`src/hw/rtl/tcfe_pkg.sv`:
```
// Shared types and constants for the TDM channel frame extractor.
package tcfe_pkg;

    localparam int SLOTS       = 12;
    localparam int WORD_W      = 32;
    localparam int FILL_W      = 4;
    localparam int TAG_LSB     = 8;
    localparam int TAG_W       = 4;
    localparam int SAMPLE_LSB  = 16;
    localparam int SAMPLE_W    = 16;
    localparam int FRAME_WORDS = 3;
    localparam int BEAT_W      = 2;
    localparam int ADDR_W      = 3;
    localparam int ADDR_LSB    = 2;

    localparam logic [FILL_W-1:0] FILL_LAST = FILL_W'(SLOTS - 1);
    localparam logic [BEAT_W-1:0] BEAT_LAST = BEAT_W'(FRAME_WORDS - 1);

    // Register index, taken from the word address
    typedef enum logic [0:0] {
        REG_TAG_CHECK = 1'b0
    } t_reg_idx;

    // Three packed output words of one frame, beat 0 sent first
    typedef struct packed {
        logic                  valid;
        logic [WORD_W-1:0]     beat2;
        logic [WORD_W-1:0]     beat1;
        logic [WORD_W-1:0]     beat0;
    } t_frame;

    function automatic logic [WORD_W-1:0] pack_pair(input logic [WORD_W-1:0] hi_word,
                                                    input logic [WORD_W-1:0] lo_word);
        pack_pair = {hi_word[SAMPLE_LSB +: SAMPLE_W], lo_word[SAMPLE_LSB +: SAMPLE_W]};
    endfunction

endpackage

```
`src/hw/rtl/tdm_channel_frame_extractor.sv`:
```
// Top level: TDM 12-slot frame extractor with APB control.
//
//  channel  | dir | transfer unit          | payload
//  s_axis   | in  | one slot word          | tdata[31:0] sample_word
//  m_axis   | out | one packed word        | tdata[31:0] packed_word, tlast frame_last
//  apb      | cfg | register access        | reg 0 at 0x0: tag_check_enable
//
// One slot word is taken per cycle while s_axis_tready is high; a frame's first result
// shows the cycle after the twelfth word; its three beats go out in order, beat 0 first.
// The output holds one frame; s_axis_tready drops only while a frame is still queued
// and the next word would complete the window.
// Synchronous active-low reset empties the window and output, and sets tag checking on.
module tdm_channel_frame_extractor (
    input  logic                        i_clk,
    input  logic                        i_rst_n,
    input  logic                        s_axis_tvalid,
    output logic                        s_axis_tready,
    input  logic [tcfe_pkg::WORD_W-1:0] s_axis_tdata,   // [31:0] sample_word
    output logic                        m_axis_tvalid,
    input  logic                        m_axis_tready,
    output logic [tcfe_pkg::WORD_W-1:0] m_axis_tdata,   // [31:0] packed_word
    output logic                        m_axis_tlast,
    input  logic                        psel,
    input  logic                        penable,
    input  logic                        pwrite,
    input  logic [tcfe_pkg::ADDR_W-1:0] paddr,
    input  logic [tcfe_pkg::WORD_W-1:0] pwdata,
    output logic [tcfe_pkg::WORD_W-1:0] prdata,
    output logic                        pready
);
    import tcfe_pkg::*;

    logic   tag_check_en;
    logic   fill_last;
    logic   can_load;
    logic   word_valid;
    t_frame frame;

    tcfe_cfg u_cfg (
        .i_clk          (i_clk),
        .i_rst_n        (i_rst_n),
        .psel           (psel),
        .penable        (penable),
        .pwrite         (pwrite),
        .paddr          (paddr),
        .pwdata         (pwdata),
        .prdata         (prdata),
        .pready         (pready),
        .o_tag_check_en (tag_check_en)
    );

    assign s_axis_tready = ~fill_last | can_load;
    assign word_valid    = s_axis_tvalid & s_axis_tready;

    tcfe_window u_window (
        .i_clk          (i_clk),
        .i_rst_n        (i_rst_n),
        .i_word_valid   (word_valid),
        .i_word         (s_axis_tdata),
        .i_tag_check_en (tag_check_en),
        .o_fill_last    (fill_last),
        .o_frame        (frame)
    );

    tcfe_out u_out (
        .i_clk         (i_clk),
        .i_rst_n       (i_rst_n),
        .i_frame       (frame),
        .o_can_load    (can_load),
        .m_axis_tvalid (m_axis_tvalid),
        .m_axis_tready (m_axis_tready),
        .m_axis_tdata  (m_axis_tdata),
        .m_axis_tlast  (m_axis_tlast)
    );

endmodule

```
`src/hw/rtl/tcfe_cfg.sv`:
```
// APB register block holding the tag check enable.
module tcfe_cfg (
    input  logic                          i_clk,
    input  logic                          i_rst_n,
    input  logic                          psel,
    input  logic                          penable,
    input  logic                          pwrite,
    input  logic [tcfe_pkg::ADDR_W-1:0]   paddr,
    input  logic [tcfe_pkg::WORD_W-1:0]   pwdata,
    output logic [tcfe_pkg::WORD_W-1:0]   prdata,
    output logic                          pready,
    output logic                          o_tag_check_en
);
    import tcfe_pkg::*;

    logic     r_tag_check_en;
    logic     n_tag_check_en;
    t_reg_idx reg_idx;
    logic     wr_en;

    assign reg_idx = t_reg_idx'(paddr[ADDR_LSB]);
    assign pready  = 1'b1;
    assign wr_en   = psel & penable & pwrite;

    always_comb begin
        n_tag_check_en = r_tag_check_en;
        prdata         = '0;
        case (reg_idx)
            REG_TAG_CHECK: begin
                prdata = {{(WORD_W-1){1'b0}}, r_tag_check_en};
                if (wr_en) begin
                    n_tag_check_en = pwdata[0];
                end
            end
            default: begin
                prdata = '0;
            end
        endcase
    end

    always_ff @(posedge i_clk) begin
        if (!i_rst_n) begin
            r_tag_check_en <= 1'b1;
        end else begin
            r_tag_check_en <= n_tag_check_en;
        end
    end

    assign o_tag_check_en = r_tag_check_en;

endmodule

```
`src/hw/rtl/tcfe_window.sv`:
```
// Slot window shift line, fill count and tag check; builds a frame on a match or on any full window with checking off.
module tcfe_window (
    input  logic                        i_clk,
    input  logic                        i_rst_n,
    input  logic                        i_word_valid,
    input  logic [tcfe_pkg::WORD_W-1:0] i_word,
    input  logic                        i_tag_check_en,
    output logic                        o_fill_last,
    output tcfe_pkg::t_frame            o_frame
);
    import tcfe_pkg::*;

    // Newest word at the top; the last r_fill words make up the window
    logic [WORD_W-1:0] r_win [SLOTS];
    logic [WORD_W-1:0] n_win [SLOTS];
    logic [FILL_W-1:0] r_fill;
    logic [FILL_W-1:0] n_fill;
    logic [SLOTS-1:0]  tag_ok;
    logic              frame_hit;

    always_comb begin
        for (int i = 0; i < SLOTS - 1; i++) begin
            n_win[i] = r_win[i+1];
        end
        n_win[SLOTS-1] = i_word;
    end

    always_comb begin
        for (int i = 0; i < SLOTS; i++) begin
            tag_ok[i] = (n_win[i][TAG_LSB +: TAG_W] == TAG_W'(i + 1));
        end
    end

    assign o_fill_last = (r_fill == FILL_LAST);
    assign frame_hit   = i_word_valid & o_fill_last & (~i_tag_check_en | (&tag_ok));

    always_comb begin
        n_fill = r_fill;
        if (i_word_valid) begin
            if (frame_hit) begin
                n_fill = '0;
            end else if (!o_fill_last) begin
                n_fill = r_fill + 1'b1;
            end
        end
    end

    always_comb begin
        o_frame.valid = frame_hit;
        o_frame.beat0 = pack_pair(n_win[0], n_win[1]);
        o_frame.beat1 = pack_pair(n_win[6], n_win[7]);
        o_frame.beat2 = pack_pair(n_win[3], n_win[9]);
    end

    always_ff @(posedge i_clk) begin
        if (!i_rst_n) begin
            r_fill <= '0;
        end else begin
            r_fill <= n_fill;
        end
    end

    always_ff @(posedge i_clk) begin
        if (i_word_valid) begin
            for (int i = 0; i < SLOTS; i++) begin
                r_win[i] <= n_win[i];
            end
        end
    end

endmodule

```
`src/hw/rtl/tcfe_out.sv`:
```
// Frame result register sending three packed words as a stream.
module tcfe_out (
    input  logic                        i_clk,
    input  logic                        i_rst_n,
    input  tcfe_pkg::t_frame            i_frame,
    output logic                        o_can_load,
    output logic                        m_axis_tvalid,
    input  logic                        m_axis_tready,
    output logic [tcfe_pkg::WORD_W-1:0] m_axis_tdata,
    output logic                        m_axis_tlast
);
    import tcfe_pkg::*;

    logic [WORD_W-1:0] r_beat [FRAME_WORDS];
    logic              r_busy;
    logic [BEAT_W-1:0] r_idx;
    logic              n_busy;
    logic [BEAT_W-1:0] n_idx;
    logic              beat_done;
    logic              last_done;

    assign beat_done  = r_busy & m_axis_tready;
    assign last_done  = beat_done & (r_idx == BEAT_LAST);
    assign o_can_load = ~r_busy | last_done;

    always_comb begin
        n_busy = r_busy;
        n_idx  = r_idx;
        if (beat_done) begin
            n_idx = r_idx + 1'b1;
        end
        if (last_done) begin
            n_busy = 1'b0;
            n_idx  = '0;
        end
        if (i_frame.valid) begin
            n_busy = 1'b1;
            n_idx  = '0;
        end
    end

    always_ff @(posedge i_clk) begin
        if (!i_rst_n) begin
            r_busy <= 1'b0;
            r_idx  <= '0;
        end else begin
            r_busy <= n_busy;
            r_idx  <= n_idx;
        end
    end

    always_ff @(posedge i_clk) begin
        if (i_frame.valid) begin
            r_beat[0] <= i_frame.beat0;
            r_beat[1] <= i_frame.beat1;
            r_beat[2] <= i_frame.beat2;
        end
    end

    assign m_axis_tvalid = r_busy;
    assign m_axis_tdata  = r_beat[r_idx];
    assign m_axis_tlast  = (r_idx == BEAT_LAST);

endmodule

```
`config.mk`:
```
export PLATFORM = sky130hd
export DESIGN_NAME = tdm_channel_frame_extractor
export DESIGN_NICKNAME = d
export VERILOG_FILES = /design/src/hw/rtl/tcfe_pkg.sv /design/src/hw/rtl/tdm_channel_frame_extractor.sv /design/src/hw/rtl/tcfe_cfg.sv /design/src/hw/rtl/tcfe_window.sv /design/src/hw/rtl/tcfe_out.sv
export SDC_FILE = /design/constraint.sdc
export NUM_CORES = 1
export LEC_CHECK = 0
export BUFFER_PORTS_ARGS = -buffer_cell sky130_fd_sc_hd__buf_2
export CAP_MARGIN = 10
export CORE_UTILIZATION = 57
export DETAILED_ROUTE_END_ITERATION = 8
export PLACE_DENSITY_LB_ADDON = 0.08
export REMOVE_ABC_BUFFERS = 1
export SETUP_SLACK_MARGIN = 0.3
export SYNTH_ARGS = -nofsm -noshare
export SYNTH_HDL_FRONTEND = slang
export SYNTH_SLANG_ARGS = --single-unit
```
`constraint.sdc`:
```
create_clock -name i_clk -period 4.15 [get_ports i_clk]
set_input_delay 1.0375 -clock i_clk [delete_from_list [all_inputs] [get_ports i_clk]]
set_output_delay 1.0375 -clock i_clk [all_outputs]
set_load 0.05 [all_outputs]
```
Word-level counts from Yosys, hierarchy flattened
Memories as Yosys holds them, arrays and structs flattened. A register that Yosys moved wholly into a read port is not among the register bits. Cells that the tools add are included. W data, S select, Z words.

Input bits: 74. Logic and storage cells: 54. RAM bits: 480. Memories: 2. Register bits after elaboration: 8. Output and inout bits: 68.

Memory list: u_window.r_win (depth 12, width 32, rd ports 11, clocked after Yosys merged registers in 0, wr ports 12, RTL line tcfe_window.sv:14) `logic [WORD_W-1:0] r_win [SLOTS];`; u_out.r_beat (depth 3, width 32, rd ports 1, clocked after Yosys merged registers in 1, wr ports 3, RTL line tcfe_out.sv:14) `logic [WORD_W-1:0] r_beat [FRAME_WORDS];`.

Mux-type cells: 11. Bitwise logic cells: 15. Equal/unequal tests: 15. Reductions and logical operators: 5. Add/sub/neg operators: 2.

Operators by type and width (count): $eq A4 B4 Y1 const B (6); $eq A4 B3 Y1 const B (4); $reduce_and A12 Y1 (1); $eq A4 B2 Y1 const B (2); $mux W4 (2); $and A1 B1 Y1 (7); $mux W1 (7); $not A1 Y1 (5); $add A4 B1 Y4 const B (1); $eq A4 B1 Y1 const B (1); $mux W2 (2); $reduce_and A2 Y1 (2); $or A1 B1 Y1 (3); $reduce_or A3 Y1 (1); $add A2 B1 Y2 const B (1); $eq A2 B2 Y1 const B (1); $ne A2 B1 Y1 const B (1); $reduce_bool A2 Y1 (1).

Longest topological paths before layout
Gate-level depths: netlist (run 1).

Word-level depth: 9. Mapped depth: 7. Mapped depth without buffers: 7.

Cells and area by module
Synthesis (run 1) repeated with hierarchy kept, for this count alone.

Cells, all modules: 626. Area, all modules: 11907.7 um2.

By module, submodules not included: tcfe_window (area an instance 7763.7 um2, seq. area each 6686.4 um2, cells each 362, times used 1); tcfe_out (area an instance 3801.1 um2, seq. area each 2982.9 um2, cells each 222, times used 1); tcfe_cfg (area an instance 320.3 um2, seq. area each 20.0 um2, cells each 40, times used 1); tdm_channel_frame_extractor (area an instance 22.5 um2, seq. area each 0.0 um2, cells each 2, times used 1).

Least setup slack after synthesis (run 1)
Ideal clock, no wire load.

Path kind: input -> register. Start point: in m_axis_tready. End point: reg u_window.r_fill[0]. Path slack: 0.248 ns. Data required time: 4.034 ns. Data arrival time: 3.786 ns. Buffers on the path: 0. Stages: 5. Library setup time: 0.116 ns. Cell sequence: a21boi_0 -> nand2_1 -> and2_4 -> a22oi_2 -> a31o_2.

Longest elaborated chain between the ends: 9. Elaborated cells between the ends (all ways): 10. Those cells by class: eq/ne (1); mux (1); bitwise (7); reduce/logical (1).

Ends and longest elaborated chain: start: declaration (RTL line tdm_channel_frame_extractor.sv:20) `input logic m_axis_tready,`; $and A1 B1 Y1 (*) (RTL line tcfe_out.sv:22) `assign beat_done = r_busy & m_axis_tready;`; $and A1 B1 Y1 (*) (RTL line tcfe_out.sv:23) `assign last_done = beat_done & (r_idx == BEAT_LAST);`; $or A1 B1 Y1 (*) (RTL line tcfe_out.sv:24) `assign o_can_load = ~r_busy | last_done;`; $or A1 B1 Y1 (*) (RTL line tdm_channel_frame_extractor.sv:52) `assign s_axis_tready = ~fill_last | can_load;`; named net s_axis_tready (RTL line tdm_channel_frame_extractor.sv:17) `output logic s_axis_tready,`; $and A1 B1 Y1 (*) (RTL line tdm_channel_frame_extractor.sv:53) `assign word_valid = s_axis_tvalid & s_axis_tready;`; named net u_window.i_word_valid (RTL line tcfe_window.sv:5) `input logic i_word_valid,`; $and A1 B1 Y1 (2 in a row) (RTL line tcfe_window.sv:35) `assign frame_hit = i_word_valid & o_fill_last & (~i_tag_check_en | (&tag_ok));`; $ne A2 B1 Y1 (no source line); $reduce_and A2 Y1 (no source line); end signal: assignment (RTL line tcfe_window.sv:59) `r_fill <= n_fill;`; end: declaration (RTL line tcfe_window.sv:16) `logic [FILL_W-1:0] r_fill;`.

The timed path passes the listed nets; every way through them passes the cells marked *. A chain may end at the register's enable or synchronous reset.

==> impl_metrics.csv, run 1 <==
group,metric,value,unit
status,status,"completed",
setup_path,crit_type,"reg -> out",
synth,syn_area,11000,µm²
layout,final_cells,904,
global_route,overflow,0,
clocking,cts_buffers,31,
detailed_routing,vias_per_cell,5.06,
setup_path,end_kind,"primary output",
die,start_util,58.6,%
pwr,p_total,6620,µW
die,num_rows,50,
timing,slew-limit-headroom,39.7,%
detailed_routing,vias,4572,
synth,synth.most_common_cell,"edfxtp_1",
detailed_routing,drt_first_iter_violations,290,
synth,synth_top_area_share,86.0,%
timing,finalHoldViolCount,0,
timing,post-route-min-period,3.35,ns
die,coreArea,18800,µm²
synth,synth_seq_area_share,87.8,%
synth,synth-edff-count,316,
setup_path,timing.critical_path.to,"m_axis_tdata[5]",
detailed_routing,firstDrtPassIters,4,
timing,period_share,80.7,%
clocking,clockBufferDepth,3,
pwr,cellLeakagePower,0.00425,µW
detailed_routing,ant_nets,0,
clocking,clock-sinks,326,
timing,rsz0062_at_grt,"false",
place,dp.cells,847,
clocking,clk_latency,0.53,ns
synth,avgSynthCellArea,21.0,µm²
clocking,cts_tree,"built",
run,maxCapViolCount,0,
global_route,antenna_found_initial,0,
layout,area_growth,14.2,%
global_route,grt_pass1_wl,23900,µm
clocking,cts.clk_slew.worst_paths,0.06,ns
layout,diodes,0,
setup_path,cp-start-kind,"register",
place,dp_hpwl,8520,µm
detailed_routing,route.detailed.drc,0,
die,die_w,141,µm
detailed_routing,drt_wl_total,14800,µm
clocking,cts-root-buf,"clkbuf_16",
synth,synthTopCellsByCount,"316 x edfxtp_1, 40 x nand2_1, 35 x mux2i_1",
clocking,cts_resized,0,
setup_path,critPathArrivalTime,2.31,ns
pwr,ir_drop,362,µV
die,die_h,141,µm
worst_hold_path,worstHoldPathType,"reg -> reg",
die,num_io_pins,142,
setup_path,reg2reg_from,"u_window.r_win[0][41]",
timing,clock-skew-final,0.00859,ns
clocking,htreeDepth,1,
synth,synth.distinct_cells,34,
global_route,grt_pass1_vias,4584,
setup_path,worst_ep_required_time,3.11,ns
global_route,grt_max_degree,77,
setup_path,r2r_slack,1.44,ns
synth,ys.flop_type,"edfxtp_1",
synth,ys_seq_elements,326,
timing,tightest_slew,0.904,ns
pwr,power_density,526,nW/µm²
timing,setup_viol,0,
synth,synth.area.top_cells,"edfxtp_1 86%, mux2i_1 3.2%, buf_4 2.2%",
place,gp_congestion,0.728,
synth,yosysTopAreaCell,"edfxtp_1",
global_route,groute.usage.overall,15.6,%
detailed_routing,wl_per_cell,16.3,µm
timing,max_freq,0.298,GHz
die,die_area,19900,µm²
setup_path,rr_endpoint,"u_out.r_beat[2][12]",
synth,synth-warning-count,0,
layout,drive_above_1_share,20.8,%
setup_path,r2r_cells,5,
setup_path,worstPathMaxFanout,24,
clocking,cts.hold.buffers_added,0,
synth,syn_inst,526,
synth,async_reset_ff_share,0,%
clocking,post-cts-setup-buffers,0,
timing,setup_tns,0,ns
timing,drv_slew,0,
place,port-buffer-count,64,
layout,final_nets,696,
[routing by layer]
metal	vias to the layer above	part of all wire [%]	track usage (%)
li1	2180	-	-
met1	2243	47	22.8
met2	129	46	24.1
met3	20	5.7	3.40
met4	0	1.7	4.58
met5	-	0	0
[per-stage QoR]
| step | hold slack, ns | utilization (%) | worst slack [ns] | cell area (µm²) |
|---|---|---|---|---|
| CTS | 0.416 | 66.9 | 0.735 | 12600 |
| finish | 0.414 | 66.9 | 0.799 | 12600 |
| detailed placement | 0.405 | 61.7 | 0.874 | 11600 |
| floorplan | 0.400 | - | 0.248 | 10900 |
| global placement | 0.401 | 61.7 | 0.949 | 11600 |
| global route | 0.420 | 66.9 | 0.654 | 12600 |
[critical path: stages (launching register included)]
cell,delay (ns)
dfxtp_2,0.92
buf_4,0.29
mux2i_1,0.08
o21ai_0,0.18
buf_2,0.30
[worst min path at each step]
stage,startpoint,depth (start not counted),slack (ns),to
after floorplan,u_window.r_win[0][48],0,0.40,u_out.r_beat[0][16]
after global placement,u_window.r_win[0][52],0,0.40,u_out.r_beat[0][20]
after detailed placement,u_window.r_win[1][53],0,0.40,u_window.r_win[1][21]
after CTS,u_window.r_win[0][49],0,0.42,u_out.r_beat[0][17]
after global routing,u_window.r_win[0][49],0,0.42,u_out.r_beat[0][17]
final,u_window.r_win[0][49],0,0.41,u_out.r_beat[0][17]
[power breakdown]
group | leakage (µW) | switching [µW] | internal [µW]
clock network | 0.000478 | 1110 | 1550
logic | 0.000679 | 117 | 23.9
registers | 0.00310 | 50.2 | 3770
total | 0.00425 | 1280 | 5340
[area by class of cell]
type | count | area (µm²)
clock buffers | 38 | 802
inverters | 1 | 3.75
flip-flops and latches | 326 | 9690
well taps | 260 | 325
multi-input cells | 185 | 1160
repair buffers | 75 | 440
clock inverters | 19 | 169
fillers | 1242 | 6230
[sequential cells by signal, indices dropped and copies added (netlist names), named ones only]
| signal | count |
|---|---|
| u_out.r_beat | 96 |
| u_out.m_axis_tvalid | 1 |
| u_window.r_win | 220 |
| u_out.r_idx | 2 |
| u_window.r_fill | 4 |
| u_cfg.o_tag_check_en | 1 |
[logic make-up after synthesis]
kind of cell / Yosys count / synth area share (%)
other: 2 / 0.0681
buffers and inverters: 45 / 2.65
AOI/OAI and AO/OA: 42 / 2.15
DFF: 326 / 87.8
and+or+nand+nor: 74 / 3.90
adders and majority gates: 2 / 0.227
muxes: 35 / 3.18
[layout by cell type, fill, tap and decap left out, drive strengths merged, types with 2 or more instances in the layout]
cell    count
edfxtp    316
buf        75
nand2      40
clkbuf     38
mux2i      35
o21ai      34
conb       32
clkinv     15
dfxtp      10
and4bb      5
and4b       3
nand4       3
nor3b       3
nor3        3
nand3       3
bufinv      3
nor4b       3
a21boi      2
nor2b       2
a21oi       2
a31o        2
ha          2
Note: power is estimated with default switching activity, not from simulation.
==> run 2: changes to the inputs <==
ABC_AREA = 1   (was unset)
CORE_UTILIZATION = 51   (was 57)
clock period = 2.85 ns   (was 4.15 ns; I/O delays follow)
==> impl_metrics.csv, run 2 <==
group,metric,value,unit
global_route,met1_usage,21.7,%
layout,diodes,0,
setup_path,rr_endpoint,"u_out.r_beat[0][17]",
clocking,htreeDepth,2,
layout,final_cell_mix,"316 x edfxtp_1, 75 x nand2_1, 63 x a21oi_1",
die,die_w,150,µm
synth,synth.most_common_cell,"edfxtp_1",
pwr,power_density,777,nW/µm²
synth,synth-edff-count,316,
setup_path,r2r_slack,0.84,ns
setup_path,critPathArrivalTime,1.78,ns
layout,ff_latch_area,9690,µm²
clocking,cts.clk_slew.worst_paths,0.06,ns
layout,multi_input_area,1120,µm²
synth,synth_top_area_share,85.2,%
worst_hold_path,worstHoldStart,"s_axis_tdata[25]",
layout,final_cells,1032,
place,gp_congestion,0.753,
layout,drive_above_1_share,18.1,%
global_route,overflow,0,
setup_path,critPathMostFrequentCell,"buf_4",
worst_hold_path,min_path_cells,1,
synth,synth_seq_area_share,87.0,%
setup_path,cp_top_family,"buffers and inverters",
setup_path,slowest_delay,0.38,ns
setup_path,crit_type,"reg -> out",
global_route,grt_pass1_vias,4968,
timing,drv_slew,0,
setup_path,worstPathMaxFanout,11,
clocking,cts_tree,"built",
place,port-buffer-count,64,
timing,finalHoldViolCount,0,
global_route,grt_util_met2,23.4,%
die,num_io_pins,142,
detailed_routing,ant_nets,0,
synth,avgSynthCellArea,17.5,µm²
setup_path,crit_path_top_delay_cell,"dfxtp_2",
layout,area_growth,16.4,%
setup_path,r2r_cells,10,
synth,syn_inst,635,
clocking,clock-sinks,326,
detailed_routing,vias_per_cell,4.91,
detailed_routing,drt_first_iter_violations,368,
die,start_util,52.5,%
synth,ys_seq_elements,326,
setup_path,cp-start-kind,"register",
timing,post-route-min-period,2.50,ns
detailed_routing,route.detailed.drc,0,
synth,yosysTopAreaCell,"edfxtp_1",
timing,hold_slack,0.384,ns
global_route,antenna_found_initial,0,
clocking,cts.hold.buffers_added,0,
timing,rsz0062_at_grt,"true",
timing,setup_viol,0,
pwr,ir_drop,535,µV
setup_path,reg2reg_from,"u_window.r_win[1][10]",
layout,largest_reg_flops,220,
detailed_routing,vias,5071,
setup_path,path_buf_inv,3,
die,die_area,22400,µm²
detailed_routing,drt_wl_total,16800,µm
clocking,clockBufferDepth,3,
global_route,groute.usage.overall,15.3,%
global_route,grt-busiest-layer,"met2",
status,status,"completed",
synth,async_reset_ff_share,0,%
timing,max_freq,0.401,GHz
pwr,cellLeakagePower,0.00474,µW
timing,period_share,87.6,%
synth,synthTopCellsByCount,"316 x edfxtp_1, 75 x nand2_1, 67 x a21oi_1",
detailed_routing,wl_per_cell,16.3,µm
layout,top_regs,"u_window.r_win (220), u_out.r_beat (96), u_window.r_fill (4)",
global_route,use_met3,3.38,%
timing,setup_ws,0.354,ns
setup_path,worst_ep_required_time,2.14,ns
layout,nFillCells,1590,
die,coreArea,21200,µm²
place,pre_cts_ws,0.486,ns
worst_hold_path,worstHoldPathType,"in -> reg",
place,dp_hpwl,9340,µm
setup_path,end_kind,"primary output",
layout,final_common_cell,"edfxtp_1",
timing,tightest_slew,0.612,ns
die,die_h,150,µm
synth,syn_area,11100,µm²
synth,ys.flop_type,"edfxtp_1",
global_route,grt_pass1_wl,25800,µm
clocking,clk_latency,0.50,ns
global_route,grt_max_degree,98,
layout,final_nets,808,
timing,slew-limit-headroom,59.2,%
die,num_rows,53,
clocking,cts-root-buf,"clkbuf_16",
clocking,cts_buffers,34,
synth,synth.distinct_cells,23,
detailed_routing,firstDrtPassIters,6,
layout,max_flop_register,"u_window.r_win",
worst_hold_path,min_to,"u_window.r_win[5][57]",
run,maxCapViolCount,0,
synth,synth-warning-count,0,
setup_path,path_cells,"inv_1, buf_4, nand2_1, a21oi_1, buf_4",
place,dp.cells,971,
synth,synth.area.top_cells,"edfxtp_1 85%, a21oi_1 3.0%, nand2_1 2.5%",
timing,clock-skew-final,0.0127,ns
-- run 2: power breakdown --
group          internal [µW]  switching (µW)  total (µW)
Combinational           35.8             186         222
Clock                   2610            1680        4290
Sequential              5480            74.0        5560
-- run 2: how the worst max path moves through the flow --
stage               cells after the start             endpoint  slack (ns)
floorplan                              10   u_out.r_beat[0][0]       -2.71
global placement                       11  u_out.r_beat[0][22]        0.56
detailed placement                     11  u_out.r_beat[0][19]        0.49
CTS                                     5     m_axis_tdata[18]        0.28
global route                            5     m_axis_tdata[15]        0.26
finish                                  5     m_axis_tdata[12]        0.35
-- run 2: metrics by stage --
stage	util [%]	TNS (ns)	power, µW	cell area (µm²)
2_1_floorplan	-	-377.19	5800	11000
3_3_place_gp	55.5	0	5860	11800
3_5_place_dp	55.5	0	5880	11800
4_1_cts	60.9	0	10200	12900
5_1_grt	61.1	0	10400	13000
6_report	61.1	0	10100	13000
-- run 2: final cells by class --
| cell class | count | area share, % |
|---|---|---|
| multi-input cells | 251 | 8.62 |
| well taps | 275 | 2.66 |
| repair buffers | 77 | 4.09 |
| clock inverters | 15 | 0.888 |
| flip-flops and latches | 326 | 74.8 |
| inverters | 42 | 1.29 |
| clock buffers | 46 | 7.65 |
-- run 2: cell families after synthesis --
logic type | Yosys count | synth area share [%]
buf+inv | 88 | 4.07
fa+ha+maj | 2 | 0.225
flops | 326 | 87.0
compound gates | 70 | 3.19
xor+xnor | 1 | 0.0787
other cells | 2 | 0.0675
simple gates | 146 | 5.33
-- run 2: worst register-to-register path, stage by stage, from the launching register on --
cell and delay, ns:
edfxtp_1 0.40, inv_1 0.07, nand2_1 0.05, nor2_1 0.11
nand2_1 0.09, nor2_1 0.14, nand3_1 0.15, nand2_1 0.12
nand3_2 0.12, inv_4 0.13, buf_12 0.26
-- run 2: routing by layer --
metal / part of all wire (%) / wire (µm) / vias up
met5: 0 / 0 / -
met1: 47 / 7880 / 2499
met3: 4.7 / 786 / 28
li1: - / - / 2415
met2: 46 / 7770 / 129
met4: 2.1 / 358 / 0
-- run 2: timing repair --
action / in CTS / in global routing
resized for setup: 15 / 12
setup buffers: 0 / 0
setup endpoints to repair: 15 / 15
endpoints found under the hold margin: 0 / 0
==> run 3: changes to the inputs <==
PLACE_DENSITY = 0.77   (was unset)
PLACE_DENSITY_LB_ADDON = unset   (was 0.08)
==> impl_metrics.csv, run 3 (synthesis results as in run 2) <==
group,metric,value,unit
timing,setup_tns,0,ns
global_route,groute.usage.overall,15.5,%
global_route,grt_pass1_vias,5045,
timing,finalHoldViolCount,0,
timing,tightest_slew,0.773,ns
die,num_io_pins,142,
timing,period_share,88.5,%
clocking,clockBufferDepth,3,
layout,top_regs,"u_window.r_win (220), u_out.r_beat (96), u_window.r_fill (4)",
place,gp_congestion,0.730,
layout,area_growth,16.7,%
global_route,overflow,0,
timing,rsz0062_at_grt,"true",
clocking,cts_buffers,31,
layout,final_nets,813,
pwr,power_density,743,nW/µm²
setup_path,end_kind,"primary output",
timing,drv_slew,0,
place,port-buffer-count,64,
place,dp_hpwl,9270,µm
layout,largest_reg_flops,220,
clocking,cts-root-buf,"clkbuf_16",
layout,drive_above_1_share,19.2,%
die,die_w,150,µm
detailed_routing,drt_wl_total,17400,µm
timing,setup_viol,0,
clocking,cts_tree,"built",
detailed_routing,vias,5122,
timing,post-route-min-period,2.52,ns
run,maxCapViolCount,0,
setup_path,critPathArrivalTime,1.81,ns
detailed_routing,route.detailed.drc,0,
pwr,ir_drop,461,µV
setup_path,cp-start-kind,"register",
setup_path,crit_type,"reg -> out",
setup_path,worst_ep_required_time,2.14,ns
setup_path,worstPathMaxFanout,32,
detailed_routing,ant_nets,0,
detailed_routing,vias_per_cell,4.94,
timing,max_freq,0.397,GHz
timing,slew-limit-headroom,48.5,%
detailed_routing,drt_first_iter_violations,408,
layout,diodes,0,
die,die_area,22400,µm²
status,status,"completed",
timing,clock-skew-final,0.00896,ns
die,die_h,150,µm
die,coreArea,21200,µm²
clocking,cts.clk_slew.worst_paths,0.06,ns
detailed_routing,wl_per_cell,16.8,µm
clocking,clk_latency,0.55,ns
layout,final_common_cell,"edfxtp_1",
pwr,p_total,9650,µW
layout,max_flop_register,"u_window.r_win",
layout,final_cell_mix,"316 x edfxtp_1, 75 x nand2_1, 62 x a21oi_1",
layout,post-route-util,61.2,%
clocking,htreeDepth,1,
die,start_util,52.5,%
global_route,grt_max_degree,145,
detailed_routing,firstDrtPassIters,4,
global_route,grt_pass1_wl,26400,µm
clocking,clock-sinks,326,
die,num_rows,53,
global_route,antenna_found_initial,0,
worst_hold_path,worstHoldPathType,"in -> reg",
pwr,cellLeakagePower,0.00474,µW
-- run 3: worst max-delay path, cell delays in order (launching register included) --
cell     delay (ns)
dfxtp_4        0.39
buf_8          0.26
a21oi_1        0.08
a21oi_1        0.22
buf_2          0.31
-- run 3: repair_timing --
item                       in CTS  in global routing
pin swaps                       0                  1
hold endpoints to repair        0                  0
gates resized for setup        14                 30
buffers inserted                1                  6
cloned                          0                  3
hold buffers                    0                  0
setup endpoints to repair      32                 21
-- run 3: metrics by stage --
| stage | instance area [µm²] | setup WS [ns] | std cells | hold slack, ns |
|---|---|---|---|---|
| after floorplan | 11000 | -2.71 | 619 | 0.400 |
| final | 13000 | 0.329 | 1037 | 0.333 |
| after global routing | 13000 | 0.254 | 1037 | 0.308 |
| after detailed placement | 11800 | 0.387 | 969 | 0.405 |
| after CTS | 12800 | 0.302 | 1028 | 0.311 |
| after global placement | 11800 | 0.411 | 969 | 0.401 |
-- run 3: routing by layer --
metal	GRT usage (%)	part of all wire, %
met1	22.0	44
met2	24.7	49
met3	3.08	5.5
met4	3.79	1.5
met5	0	0
-- run 3: layout make-up --
cell class / count / area, µm²
clock inverter: 20 / 164
inverter: 42 / 175
tap: 275 / 344
sequential: 326 / 9690
clock buffer: 38 / 802
multi-input combinational: 251 / 1130
fill: 1512 / 8230
timing repair buffer: 84 / 683
timing repair inverter: 1 / 5.00
-- run 3: path summary, 6_finish.rpt --
check / from / to / slack (ns) / depth (start not counted)
max: register / m_axis_tdata[9] / 0.33 / 4
min: s_axis_tdata[19] / u_window.r_win[5][51] / 0.33 / 1
max reg2reg: u_out.r_idx[0] / u_window.r_win[1][17] / 0.62 / 9
min reg2reg: u_window.r_win[3][21] / u_window.r_win[2][53] / 0.41 / 0
-- run 3: power by group --
part | leakage (µW) | switching (µW) | total [µW] | internal, µW
Clock | 0.000471 | 1680 | 3870 | 2190
Combinational | 0.00117 | 185 | 217 | 32.7
Sequential | 0.00310 | 80.1 | 5560 | 5480
Total | 0.00474 | 1940 | 9650 | 7710
